`config.mk`:
```
export PLATFORM = sky130hd
export DESIGN_NAME = morse_key_timing_decoder_flat
export DESIGN_NICKNAME = d
export VERILOG_FILES = /design/src/rtl/core/mktd_pkg.sv /design/src/rtl/core/mktd_if.sv /design/src/rtl/core/morse_key_timing_decoder.sv /design/src/rtl/core/mktd_cfg_regs.sv /design/src/rtl/core/mktd_core.sv /design/src/rtl/core/mktd_out_fifo.sv /design/src/flat_wrapper.sv
export SDC_FILE = /design/constraint.sdc
export NUM_CORES = 1
export LEC_CHECK = 0
export BUFFER_PORTS_ARGS = -buffer_cell sky130_fd_sc_hd__clkbuf_2
export CORE_ASPECT_RATIO = 0.8
export CORE_UTILIZATION = 65
export CTS_BUF_LIST = sky130_fd_sc_hd__clkbuf_2
export DETAILED_ROUTE_END_ITERATION = 6
export PLACE_DENSITY = 0.79
export SLEW_MARGIN = 10
export SYNTH_ARGS = -nofsm -noshare
export SYNTH_HDL_FRONTEND = slang
export SYNTH_SLANG_ARGS = --single-unit
```
`constraint.sdc`:
```
create_clock -name clk_i -period 9.2 [get_ports clk_i]
set_clock_uncertainty 0.2 [all_clocks]
set_input_delay 1.84 -clock clk_i [delete_from_list [all_inputs] [get_ports clk_i]]
set_output_delay 1.84 -clock clk_i [all_outputs]
set_load 0.005 [all_outputs]
```
`src/rtl/core/mktd_pkg.sv`:
```
// Package for the Morse key timing decoder: register codes, reset values,
// result and transfer types, and the A-Z code table. No dependencies.
`default_nettype none

package mktd_pkg;

  localparam int unsigned MaxSymbolsDef = 4;
  localparam int unsigned TimerWidthDef = 16;
  localparam int unsigned CfgWidth      = 16;
  localparam int unsigned CfgIdxWidth   = 3;
  localparam int unsigned CodeWidth     = 7;
  localparam int unsigned OutDepth      = 4;

  typedef enum logic [CfgIdxWidth-1:0] {
    REG_DOT_LIMIT  = 3'd0,
    REG_DASH_LIMIT = 3'd1,
    REG_END_HOLD   = 3'd2,
    REG_LETTER_GAP = 3'd3,
    REG_WORD_GAP   = 3'd4
  } cfg_reg_e;

  localparam logic [CfgWidth-1:0] DotLimitRst  = 16'd200;
  localparam logic [CfgWidth-1:0] DashLimitRst = 16'd500;
  localparam logic [CfgWidth-1:0] EndHoldRst   = 16'd1500;
  localparam logic [CfgWidth-1:0] LetterGapRst = 16'd1000;
  localparam logic [CfgWidth-1:0] WordGapRst   = 16'd2500;

  localparam logic [CodeWidth-1:0] CharNone  = 7'd0;
  localparam logic [CodeWidth-1:0] CharSpace = 7'd32;

  typedef struct packed {
    logic [CfgWidth-1:0] dot_limit;
    logic [CfgWidth-1:0] dash_limit;
    logic [CfgWidth-1:0] end_hold;
    logic [CfgWidth-1:0] letter_gap;
    logic [CfgWidth-1:0] word_gap;
  } cfg_t;

  typedef struct packed {
    logic [CodeWidth-1:0] char_code;
    logic                 char_valid;
    logic                 message_end;
  } res_t;

  typedef struct packed {
    logic [1:0] num;
    res_t       first;
    res_t       second;
  } push_t;

  function automatic logic [CodeWidth-1:0] code_letter(input logic [4:0] idx);
    logic [CodeWidth-1:0] ch;
    case (idx)
      5'd2:    ch = 7'h45;
      5'd3:    ch = 7'h54;
      5'd4:    ch = 7'h49;
      5'd5:    ch = 7'h41;
      5'd6:    ch = 7'h4E;
      5'd7:    ch = 7'h4D;
      5'd8:    ch = 7'h53;
      5'd9:    ch = 7'h55;
      5'd10:   ch = 7'h52;
      5'd11:   ch = 7'h57;
      5'd12:   ch = 7'h44;
      5'd13:   ch = 7'h4B;
      5'd14:   ch = 7'h47;
      5'd15:   ch = 7'h4F;
      5'd16:   ch = 7'h48;
      5'd17:   ch = 7'h56;
      5'd18:   ch = 7'h46;
      5'd20:   ch = 7'h4C;
      5'd22:   ch = 7'h50;
      5'd23:   ch = 7'h4A;
      5'd24:   ch = 7'h42;
      5'd25:   ch = 7'h58;
      5'd26:   ch = 7'h43;
      5'd27:   ch = 7'h59;
      5'd28:   ch = 7'h5A;
      5'd29:   ch = 7'h51;
      default: ch = CharNone;
    endcase
    return ch;
  endfunction

endpackage

`default_nettype wire

```
`src/rtl/core/mktd_if.sv`:
```
// Channel interfaces of the Morse key timing decoder: key samples, decoded
// results and register writes. Depends on mktd_pkg.
`default_nettype none

interface mktd_key_if;
  logic valid;
  logic ready;
  logic key_down;
  modport source (output valid, output key_down, input ready);
  modport sink (input valid, input key_down, output ready);
endinterface

interface mktd_res_if;
  logic                           valid;
  logic                           ready;
  logic [mktd_pkg::CodeWidth-1:0] char_code;
  logic                           char_valid;
  logic                           message_end;
  modport source (output valid, output char_code, output char_valid, output message_end,
                  input ready);
  modport sink (input valid, input char_code, input char_valid, input message_end,
                output ready);
endinterface

interface mktd_cfg_if;
  logic                             valid;
  logic                             ready;
  logic [mktd_pkg::CfgIdxWidth-1:0] index;
  logic [mktd_pkg::CfgWidth-1:0]    data;
  modport source (output valid, output index, output data, input ready);
  modport sink (input valid, input index, input data, output ready);
endinterface

`default_nettype wire

```
`src/rtl/core/morse_key_timing_decoder.sv`:
```
// Morse key timing decoder, top level.
// Channels: key_i takes one key sample per millisecond tick (key_down, 1 =
// pressed); res_o delivers decoded results (char_code, char_valid,
// message_end); cfg_i writes the five 16-bit thresholds by index (dot_limit,
// dash_limit, end_hold, letter_gap, word_gap), always ready.
// Each key sample yields zero, one or two results: a letter and/or a space
// at the start of a press, or a final result with message_end on a release
// that follows a press longer than end_hold.
// A result's sample passes through the sample register and the decode logic into
// the result queue before the result shows on res_o.
// Throughput: one sample per cycle while the result queue has room, set by the
// combinational timer and decode logic behind the sample register; a four-entry
// result queue decouples the two sides.
// A stalled res_o fills the queue; key_i.ready drops when fewer than two
// entries are free and the sample register is occupied.
// Reset: thresholds return to their defaults (200, 500, 1500, 1000, 2500),
// the gap timer starts saturated, pending symbols clear and the queue empties.
// Depends on mktd_pkg, mktd_if, mktd_cfg_regs, mktd_core and mktd_out_fifo.
`default_nettype none

module morse_key_timing_decoder #(
  parameter int unsigned MAX_SYMBOLS = mktd_pkg::MaxSymbolsDef,
  parameter int unsigned TIMER_WIDTH = mktd_pkg::TimerWidthDef
) (
  input  wire logic  clk_i,
  input  wire logic  rst_ni,
  mktd_key_if.sink   key_i,
  mktd_res_if.source res_o,
  mktd_cfg_if.sink   cfg_i
);

  mktd_pkg::cfg_t  cfg;
  mktd_pkg::push_t push;
  logic            room;

  mktd_cfg_regs u_cfg_regs (
    .clk_i  (clk_i),
    .rst_ni (rst_ni),
    .cfg_i  (cfg_i),
    .cfg_o  (cfg)
  );

  mktd_core #(
    .MAX_SYMBOLS (MAX_SYMBOLS),
    .TIMER_WIDTH (TIMER_WIDTH)
  ) u_core (
    .clk_i  (clk_i),
    .rst_ni (rst_ni),
    .key_i  (key_i),
    .cfg_i  (cfg),
    .room_i (room),
    .push_o (push)
  );

  mktd_out_fifo u_out_fifo (
    .clk_i  (clk_i),
    .rst_ni (rst_ni),
    .push_i (push),
    .room_o (room),
    .res_o  (res_o)
  );

endmodule

`default_nettype wire

```
`src/rtl/core/mktd_cfg_regs.sv`:
```
// Timing threshold registers of the Morse key timing decoder.
// Depends on mktd_pkg and mktd_cfg_if.
`default_nettype none

module mktd_cfg_regs (
  input  wire logic           clk_i,
  input  wire logic           rst_ni,
  mktd_cfg_if.sink            cfg_i,
  output mktd_pkg::cfg_t      cfg_o
);

  mktd_pkg::cfg_t cfg_q;

  assign cfg_i.ready = 1'b1;
  assign cfg_o       = cfg_q;

  always_ff @(posedge clk_i or negedge rst_ni) begin
    if (!rst_ni) begin
      cfg_q.dot_limit  <= mktd_pkg::DotLimitRst;
      cfg_q.dash_limit <= mktd_pkg::DashLimitRst;
      cfg_q.end_hold   <= mktd_pkg::EndHoldRst;
      cfg_q.letter_gap <= mktd_pkg::LetterGapRst;
      cfg_q.word_gap   <= mktd_pkg::WordGapRst;
    end else if (cfg_i.valid) begin
      case (cfg_i.index)
        mktd_pkg::REG_DOT_LIMIT:  cfg_q.dot_limit  <= cfg_i.data;
        mktd_pkg::REG_DASH_LIMIT: cfg_q.dash_limit <= cfg_i.data;
        mktd_pkg::REG_END_HOLD:   cfg_q.end_hold   <= cfg_i.data;
        mktd_pkg::REG_LETTER_GAP: cfg_q.letter_gap <= cfg_i.data;
        mktd_pkg::REG_WORD_GAP:   cfg_q.word_gap   <= cfg_i.data;
        default: ;
      endcase
    end
  end

endmodule

`default_nettype wire

```
`src/rtl/core/mktd_core.sv`:
```
// Key sample register, press/gap timers, pending symbol state and letter
// decode. Depends on mktd_pkg and mktd_key_if.
`default_nettype none

module mktd_core #(
  parameter int unsigned MAX_SYMBOLS = mktd_pkg::MaxSymbolsDef,
  parameter int unsigned TIMER_WIDTH = mktd_pkg::TimerWidthDef
) (
  input  wire logic           clk_i,
  input  wire logic           rst_ni,
  mktd_key_if.sink            key_i,
  input  mktd_pkg::cfg_t      cfg_i,
  input  wire logic           room_i,
  output mktd_pkg::push_t     push_o
);

  localparam int unsigned CntW = $clog2(MAX_SYMBOLS + 1);
  localparam int unsigned CmpW = (TIMER_WIDTH > mktd_pkg::CfgWidth) ? TIMER_WIDTH
                                                                     : mktd_pkg::CfgWidth;
  localparam logic [TIMER_WIDTH-1:0] TimerMax = {TIMER_WIDTH{1'b1}};

  logic                   in_valid_q;
  logic                   key_q;
  logic                   advance;

  logic                   was_down_q, was_down_d;
  logic [TIMER_WIDTH-1:0] held_q, held_d;
  logic [TIMER_WIDTH-1:0] idle_q, idle_d;
  logic [MAX_SYMBOLS-1:0] bits_q, bits_d;
  logic [CntW-1:0]        cnt_q, cnt_d;
  logic                   ovf_q, ovf_d;
  logic                   mhs_q, mhs_d;

  function automatic logic [mktd_pkg::CodeWidth-1:0] decode(
    input logic [MAX_SYMBOLS-1:0] bits,
    input logic [CntW-1:0]        cnt,
    input logic                   ovf
  );
    logic [4:0] one_hot;
    logic [4:0] idx;
    one_hot = 5'd1 << cnt[2:0];
    idx     = one_hot | ({1'b0, bits[3:0]} & (one_hot - 5'd1));
    if (ovf || cnt == '0 || cnt > CntW'(4)) begin
      return mktd_pkg::CharNone;
    end
    return mktd_pkg::code_letter(idx);
  endfunction

  assign advance     = in_valid_q & room_i;
  assign key_i.ready = ~in_valid_q | room_i;

  always_ff @(posedge clk_i or negedge rst_ni) begin
    if (!rst_ni) begin
      in_valid_q <= 1'b0;
    end else if (key_i.valid && key_i.ready) begin
      in_valid_q <= 1'b1;
    end else if (advance) begin
      in_valid_q <= 1'b0;
    end
  end

  always_ff @(posedge clk_i) begin
    if (key_i.valid && key_i.ready) begin
      key_q <= key_i.key_down;
    end
  end

  always_comb begin
    mktd_pkg::res_t         r;
    logic [CmpW-1:0]        gap;
    logic [CmpW-1:0]        dur;
    logic                   letter_hit;
    logic                   add;
    logic [mktd_pkg::CodeWidth-1:0] ch;
    gap        = CmpW'(idle_q);
    dur        = CmpW'(held_q);
    letter_hit = 1'b0;
    add        = 1'b0;
    ch         = mktd_pkg::CharNone;
    r          = '0;
    was_down_d = was_down_q;
    held_d     = held_q;
    idle_d     = idle_q;
    bits_d     = bits_q;
    cnt_d      = cnt_q;
    ovf_d      = ovf_q;
    mhs_d      = mhs_q;
    push_o     = '0;
    if (advance) begin
      was_down_d = key_q;
      if (key_q) begin
        if (!was_down_q) begin
          letter_hit = (gap > CmpW'(cfg_i.letter_gap)) && (cnt_q != '0);
          ch         = decode(bits_q, cnt_q, ovf_q);
          if (letter_hit) begin
            if (ch != mktd_pkg::CharNone) begin
              r.char_code   = ch;
              r.char_valid  = 1'b1;
              push_o.first  = r;
              push_o.num    = 2'd1;
            end
            bits_d = '0;
            cnt_d  = '0;
            ovf_d  = 1'b0;
          end
          if (gap >= CmpW'(cfg_i.word_gap) && mhs_q) begin
            r.char_code  = mktd_pkg::CharSpace;
            r.char_valid = 1'b1;
            if (push_o.num == 2'd0) begin
              push_o.first = r;
            end else begin
              push_o.second = r;
            end
            push_o.num = push_o.num + 2'd1;
          end
          held_d = TIMER_WIDTH'(1);
        end else begin
          held_d = (held_q == TimerMax) ? held_q : held_q + TIMER_WIDTH'(1);
        end
      end else begin
        if (was_down_q) begin
          if (dur < CmpW'(cfg_i.dot_limit)) begin
            add = 1'b1;
          end else if (dur < CmpW'(cfg_i.dash_limit)) begin
            add = 1'b1;
          end
          if (add) begin
            if (ovf_q || cnt_q >= CntW'(MAX_SYMBOLS)) begin
              ovf_d = 1'b1;
            end else begin
              bits_d = {bits_q[MAX_SYMBOLS-2:0], ~(dur < CmpW'(cfg_i.dot_limit))};
              cnt_d  = cnt_q + CntW'(1);
            end
            mhs_d = 1'b1;
          end
          if (dur > CmpW'(cfg_i.end_hold)) begin
            ch            = decode(bits_d, cnt_d, ovf_d);
            r.char_code   = ch;
            r.char_valid  = (ch != mktd_pkg::CharNone);
            r.message_end = 1'b1;
            push_o.first  = r;
            push_o.num    = 2'd1;
            bits_d        = '0;
            cnt_d         = '0;
            ovf_d         = 1'b0;
            mhs_d         = 1'b0;
          end
          idle_d = TIMER_WIDTH'(1);
        end else begin
          idle_d = (idle_q == TimerMax) ? idle_q : idle_q + TIMER_WIDTH'(1);
        end
      end
    end
  end

  always_ff @(posedge clk_i or negedge rst_ni) begin
    if (!rst_ni) begin
      was_down_q <= 1'b0;
      held_q     <= '0;
      idle_q     <= TimerMax;
      bits_q     <= '0;
      cnt_q      <= '0;
      ovf_q      <= 1'b0;
      mhs_q      <= 1'b0;
    end else begin
      was_down_q <= was_down_d;
      held_q     <= held_d;
      idle_q     <= idle_d;
      bits_q     <= bits_d;
      cnt_q      <= cnt_d;
      ovf_q      <= ovf_d;
      mhs_q      <= mhs_d;
    end
  end

endmodule

`default_nettype wire

```
`src/rtl/core/mktd_out_fifo.sv`:
```
// Result queue of the Morse key timing decoder: takes up to two results per
// cycle and hands out one per transaction. Depends on mktd_pkg and mktd_res_if.
`default_nettype none

module mktd_out_fifo (
  input  wire logic           clk_i,
  input  wire logic           rst_ni,
  input  mktd_pkg::push_t     push_i,
  output logic                room_o,
  mktd_res_if.source          res_o
);

  localparam int unsigned Depth = mktd_pkg::OutDepth;
  localparam int unsigned PtrW  = $clog2(Depth);
  localparam int unsigned CntW  = $clog2(Depth + 1);

  mktd_pkg::res_t  mem_q [Depth];
  logic [PtrW-1:0] wr_q, rd_q;
  logic [CntW-1:0] cnt_q;
  logic            pop;

  assign pop              = res_o.valid & res_o.ready;
  assign room_o           = cnt_q <= CntW'(Depth - 2);
  assign res_o.valid      = cnt_q != '0;
  assign res_o.char_code  = mem_q[rd_q].char_code;
  assign res_o.char_valid = mem_q[rd_q].char_valid;
  assign res_o.message_end = mem_q[rd_q].message_end;

  always_ff @(posedge clk_i) begin
    if (push_i.num != 2'd0) begin
      mem_q[wr_q] <= push_i.first;
    end
    if (push_i.num == 2'd2) begin
      mem_q[wr_q + PtrW'(1)] <= push_i.second;
    end
  end

  always_ff @(posedge clk_i or negedge rst_ni) begin
    if (!rst_ni) begin
      wr_q  <= '0;
      rd_q  <= '0;
      cnt_q <= '0;
    end else begin
      wr_q  <= wr_q + PtrW'(push_i.num);
      rd_q  <= rd_q + PtrW'(pop);
      cnt_q <= cnt_q + CntW'(push_i.num) - CntW'(pop);
    end
  end

endmodule

`default_nettype wire

```
`src/flat_wrapper.sv`:
```
// flat-port wrapper written by rule: the top's interface ports become plain ports
module morse_key_timing_decoder_flat 
#(
  parameter int unsigned MAX_SYMBOLS = mktd_pkg::MaxSymbolsDef,
  parameter int unsigned TIMER_WIDTH = mktd_pkg::TimerWidthDef
)
  (clk_i, rst_ni, key_i_valid, key_i_key_down, key_i_ready, res_o_valid, res_o_char_code, res_o_char_valid, res_o_message_end, res_o_ready, cfg_i_valid, cfg_i_index, cfg_i_data, cfg_i_ready);
  mktd_key_if key_i_i ();
  mktd_res_if res_o_i ();
  mktd_cfg_if cfg_i_i ();
  input  wire logic clk_i;
  input  wire logic rst_ni;
  input wire logic [$bits(key_i_i.valid)-1:0] key_i_valid;
  input wire logic [$bits(key_i_i.key_down)-1:0] key_i_key_down;
  output wire logic [$bits(key_i_i.ready)-1:0] key_i_ready;
  output wire logic [$bits(res_o_i.valid)-1:0] res_o_valid;
  output wire logic [$bits(res_o_i.char_code)-1:0] res_o_char_code;
  output wire logic [$bits(res_o_i.char_valid)-1:0] res_o_char_valid;
  output wire logic [$bits(res_o_i.message_end)-1:0] res_o_message_end;
  input wire logic [$bits(res_o_i.ready)-1:0] res_o_ready;
  input wire logic [$bits(cfg_i_i.valid)-1:0] cfg_i_valid;
  input wire logic [$bits(cfg_i_i.index)-1:0] cfg_i_index;
  input wire logic [$bits(cfg_i_i.data)-1:0] cfg_i_data;
  output wire logic [$bits(cfg_i_i.ready)-1:0] cfg_i_ready;
  assign key_i_i.valid = key_i_valid;
  assign key_i_i.key_down = key_i_key_down;
  assign key_i_ready = key_i_i.ready;
  assign res_o_valid = res_o_i.valid;
  assign res_o_char_code = res_o_i.char_code;
  assign res_o_char_valid = res_o_i.char_valid;
  assign res_o_message_end = res_o_i.message_end;
  assign res_o_i.ready = res_o_ready;
  assign cfg_i_i.valid = cfg_i_valid;
  assign cfg_i_i.index = cfg_i_index;
  assign cfg_i_i.data = cfg_i_data;
  assign cfg_i_ready = cfg_i_i.ready;
  morse_key_timing_decoder #(.MAX_SYMBOLS(MAX_SYMBOLS), .TIMER_WIDTH(TIMER_WIDTH)) u_core (.clk_i(clk_i), .rst_ni(rst_ni), .key_i(key_i_i), .res_o(res_o_i), .cfg_i(cfg_i_i));
endmodule
```
==> out/metrics.cfg <==
[clocking]
cts_setup_buffers=0
cts-htree-levels=4
cts_hold_buf=0
cts.sinks=167
clkTransAtPathRegs_ns=0.32
cts_root_buf=clkbuf_2
numCtsBuffers=17
clock_path_buffers=2
cts_tree=done
insertion_delay_ns=0.80
cts_resized=0

[setup_path]
endpoint_kind=flip-flop
crit_path_max_fanout=8
crit_type=flip-flop to flip-flop
timing.rr.end=u_core.u_out_fifo.mem_q[3][1]
reg2reg_slack_ns=3.16
r2r_start=u_core.u_core.held_q[11]
startpoint_type=flip-flop
reg2reg_depth=16
cp.arrival_ns=6.41
crit_required_ns=9.57

[placed_design]
io_buffers=35
dpl.hpwl_um=18200
place_congestion=0.942
dp_cells=1286

[synth]
synthArstFlopShare_pct=77.8
yosys_warnings=0
syn_inst=1077
yosys.area.top_type_share_pct=21.3
syn_area_um2=10200
synth_nets=1213
syn_area_per_cell_um2=9.50
ys_ff_latch=167
synth_edf_count=9
seq_area_frac_synth_pct=40.5
ys_types=79
synthFlopType=dfrtp_1
yosysTopAreaCell=dfrtp_1
yosys-top-cells-area=dfrtp_1, ha_1, dfstp_2

[timing]
fin_crit_ns=6.04
finalCritPeriodShare_pct=65.7
tightest_slew_ns=0.947
rsz0062_at_grt=false
hold_ws_ns=0.265
setup_viol=0
max_slew_margin_pct=36.5
slew_violations=0
clock.fmax_ghz=0.166
fin_tns_setup_ns=0
hold_violations=0

[job]
maxCapViolCount=0

[drt]
ant_nets=0
num_vias=8144
drt-pass1-iter-count=7
wl_um=24400
routed_via_density=6.17
drc=1
routedWlPerCell_um=18.5
drt_iter0_drc=768

[power_and_ir_drop]
power_frac_seq_pct=38.6
netSwitchingFraction_pct=43.9
cellPowerDensity_nw_per_um2=239
combPwrFrac_pct=45.0
switchingPower_mw=1.14
leakagePower_nw=5.02
pwr-share-clk_pct=16.4
internal-power_mw=1.45
peakVddDrop_uv=200

[floorplanning]
chipWidth_um=142
core-area_um2=15200
die_h_um=114
rows=40
pin_count=37
die-area_um2=16200
initial_core_util_pct=67.2

[min_path]
hp-start=u_core.u_out_fifo.mem_q[3][4]
whs_endpoint=u_core.u_out_fifo.mem_q[3][4]
holdCritPathClass=flip-flop to flip-flop
hold_depth=2

[cells_and_area]
utilization_pct=71.5
layout.nets=1231
drive_gt1_share_pct=15.1
fin_cells=1319
final_common_cell=nand2_1
layout_common_cells=nand2_1, ha_1, inv_1
syn2layout_area_growth_pct=6.34

[global_routing]
grt_pass1_vias=7844
overflow=0
track_usage_pct=32.4
grt_start_max_net_pins=70
antenna_found_initial=1
grt_first_pass_wirelength_um=40500

[outcome]
status=finished with violations
violations=design-rule violations

## worst max-delay path by stage
stage,start,end,slack (ns),depth (start not counted)
after global routing,u_core.u_core.cnt_q[2],u_core.u_out_fifo.mem_q[2][7],2.85,16
after global placement,u_core.u_core.held_q[14],u_core.u_out_fifo.mem_q[2][1],3.35,16
final,u_core.u_core.held_q[11],u_core.u_out_fifo.mem_q[3][1],3.16,16
after CTS,u_core.u_core.held_q[13],u_core.u_out_fifo.mem_q[1][1],3.25,16
after floorplan,u_core.u_core.held_q[14],u_core.u_out_fifo.mem_q[2][1],3.80,17
after detailed placement,u_core.u_core.held_q[13],u_core.u_out_fifo.mem_q[2][1],3.26,16
## power groups by stage
stage / registers, mW / logic, mW / clock network (mW)
final: 1.00 / 1.17 / 0.426
after global routing: 1.02 / 1.30 / 0.460
after CTS: 0.998 / 1.15 / 0.431
after detailed placement: 1.01 / 1.14 / 0
after global placement: 1.01 / 1.11 / 0
after floorplan: 0.947 / 0.907 / 0
## Yosys cell counts (all sizes together) (21+ instances only)
cell / count
dfrtp: 87
o21ai: 95
nand2: 114
a22o: 21
dfxtp: 28
inv: 109
mux2: 23
nor2: 67
clkbuf: 36
ha: 110
xor2: 24
a21oi: 51
nand4: 26
dfstp: 43
## layout make-up
type	instances	area, um^2
clock inverters	15	191
clock buffers	17	85.1
repair buffers	42	234
inverters	109	409
fillers	1173	4340
well taps	210	263
multi-input cells	758	5550
diodes	1	2.50
flip-flops and latches	167	4140
## flip-flops by register name (all words and copies together), names as in the netlist
register and count:
u_core.u_cfg_regs.cfg_o 80, u_core.u_out_fifo.mem_q 36, u_core.u_core.held_q 16, u_core.u_core.idle_q 16
u_core.u_core.bits_q 4, u_core.u_core.cnt_q 3, u_core.u_out_fifo.cnt_q 3, u_core.u_out_fifo.rd_q 2
u_core.u_out_fifo.wr_q 2, u_core.u_core.in_valid_q 1, u_core.u_core.key_q 1, u_core.u_core.mhs_q 1
u_core.u_core.ovf_q 1, u_core.u_core.was_down_q 1
## cell families after synthesis
| kind of cell | count (synthesis) | synth area share (%) |
|---|---|---|
| adder cells (fa/ha/maj) | 111 | 13.7 |
| multiplexers | 39 | 5.57 |
| AND/OR/NAND/NOR | 311 | 14.6 |
| other | 1 | 0.0367 |
| buffers and inverters | 152 | 5.70 |
| XOR/XNOR | 29 | 2.48 |
| flip-flops | 167 | 40.5 |
| AO/OA/AOI/OAI | 267 | 17.5 |
## worst max-delay path, stage by stage, from the launching register on
cell and delay, ns:
dfrtp_1 0.52, ha_1 0.35, nand4_1 0.17, or4_1 0.54, a221o_1 0.35, and3_1 0.29
o2111ai_1 0.28, o31a_1 0.18, ha_1 0.22, o21ai_0 0.65, inv_1 0.27, ha_1 0.30
mux4_2 0.45, a221o_1 0.38, a2111oi_4 0.39, o2bb2ai_2 0.19, a21oi_1 0.10
## layer usage
layer / part of all wire [%] / routed length [um] / GRT usage, %
met1: 48 / 11700 / 47.9
met2: 43 / 10400 / 47.1
met3: 8.0 / 1960 / 8.45
met4: 1.3 / 329 / 8.82
met5: 0 / 0 / 0
## per-stage QoR
step | power, mW | cell area [um^2] | setup WS (ns)
after global routing | 2.78 | 10900 | 2.85
after global placement | 2.12 | 10600 | 3.35
final | 2.59 | 10900 | 3.16
after detailed placement | 2.15 | 10600 | 3.26
after CTS | 2.58 | 10900 | 3.25
after floorplan | 1.85 | 10200 | 3.80
Power figures use the tool's default switching activity.
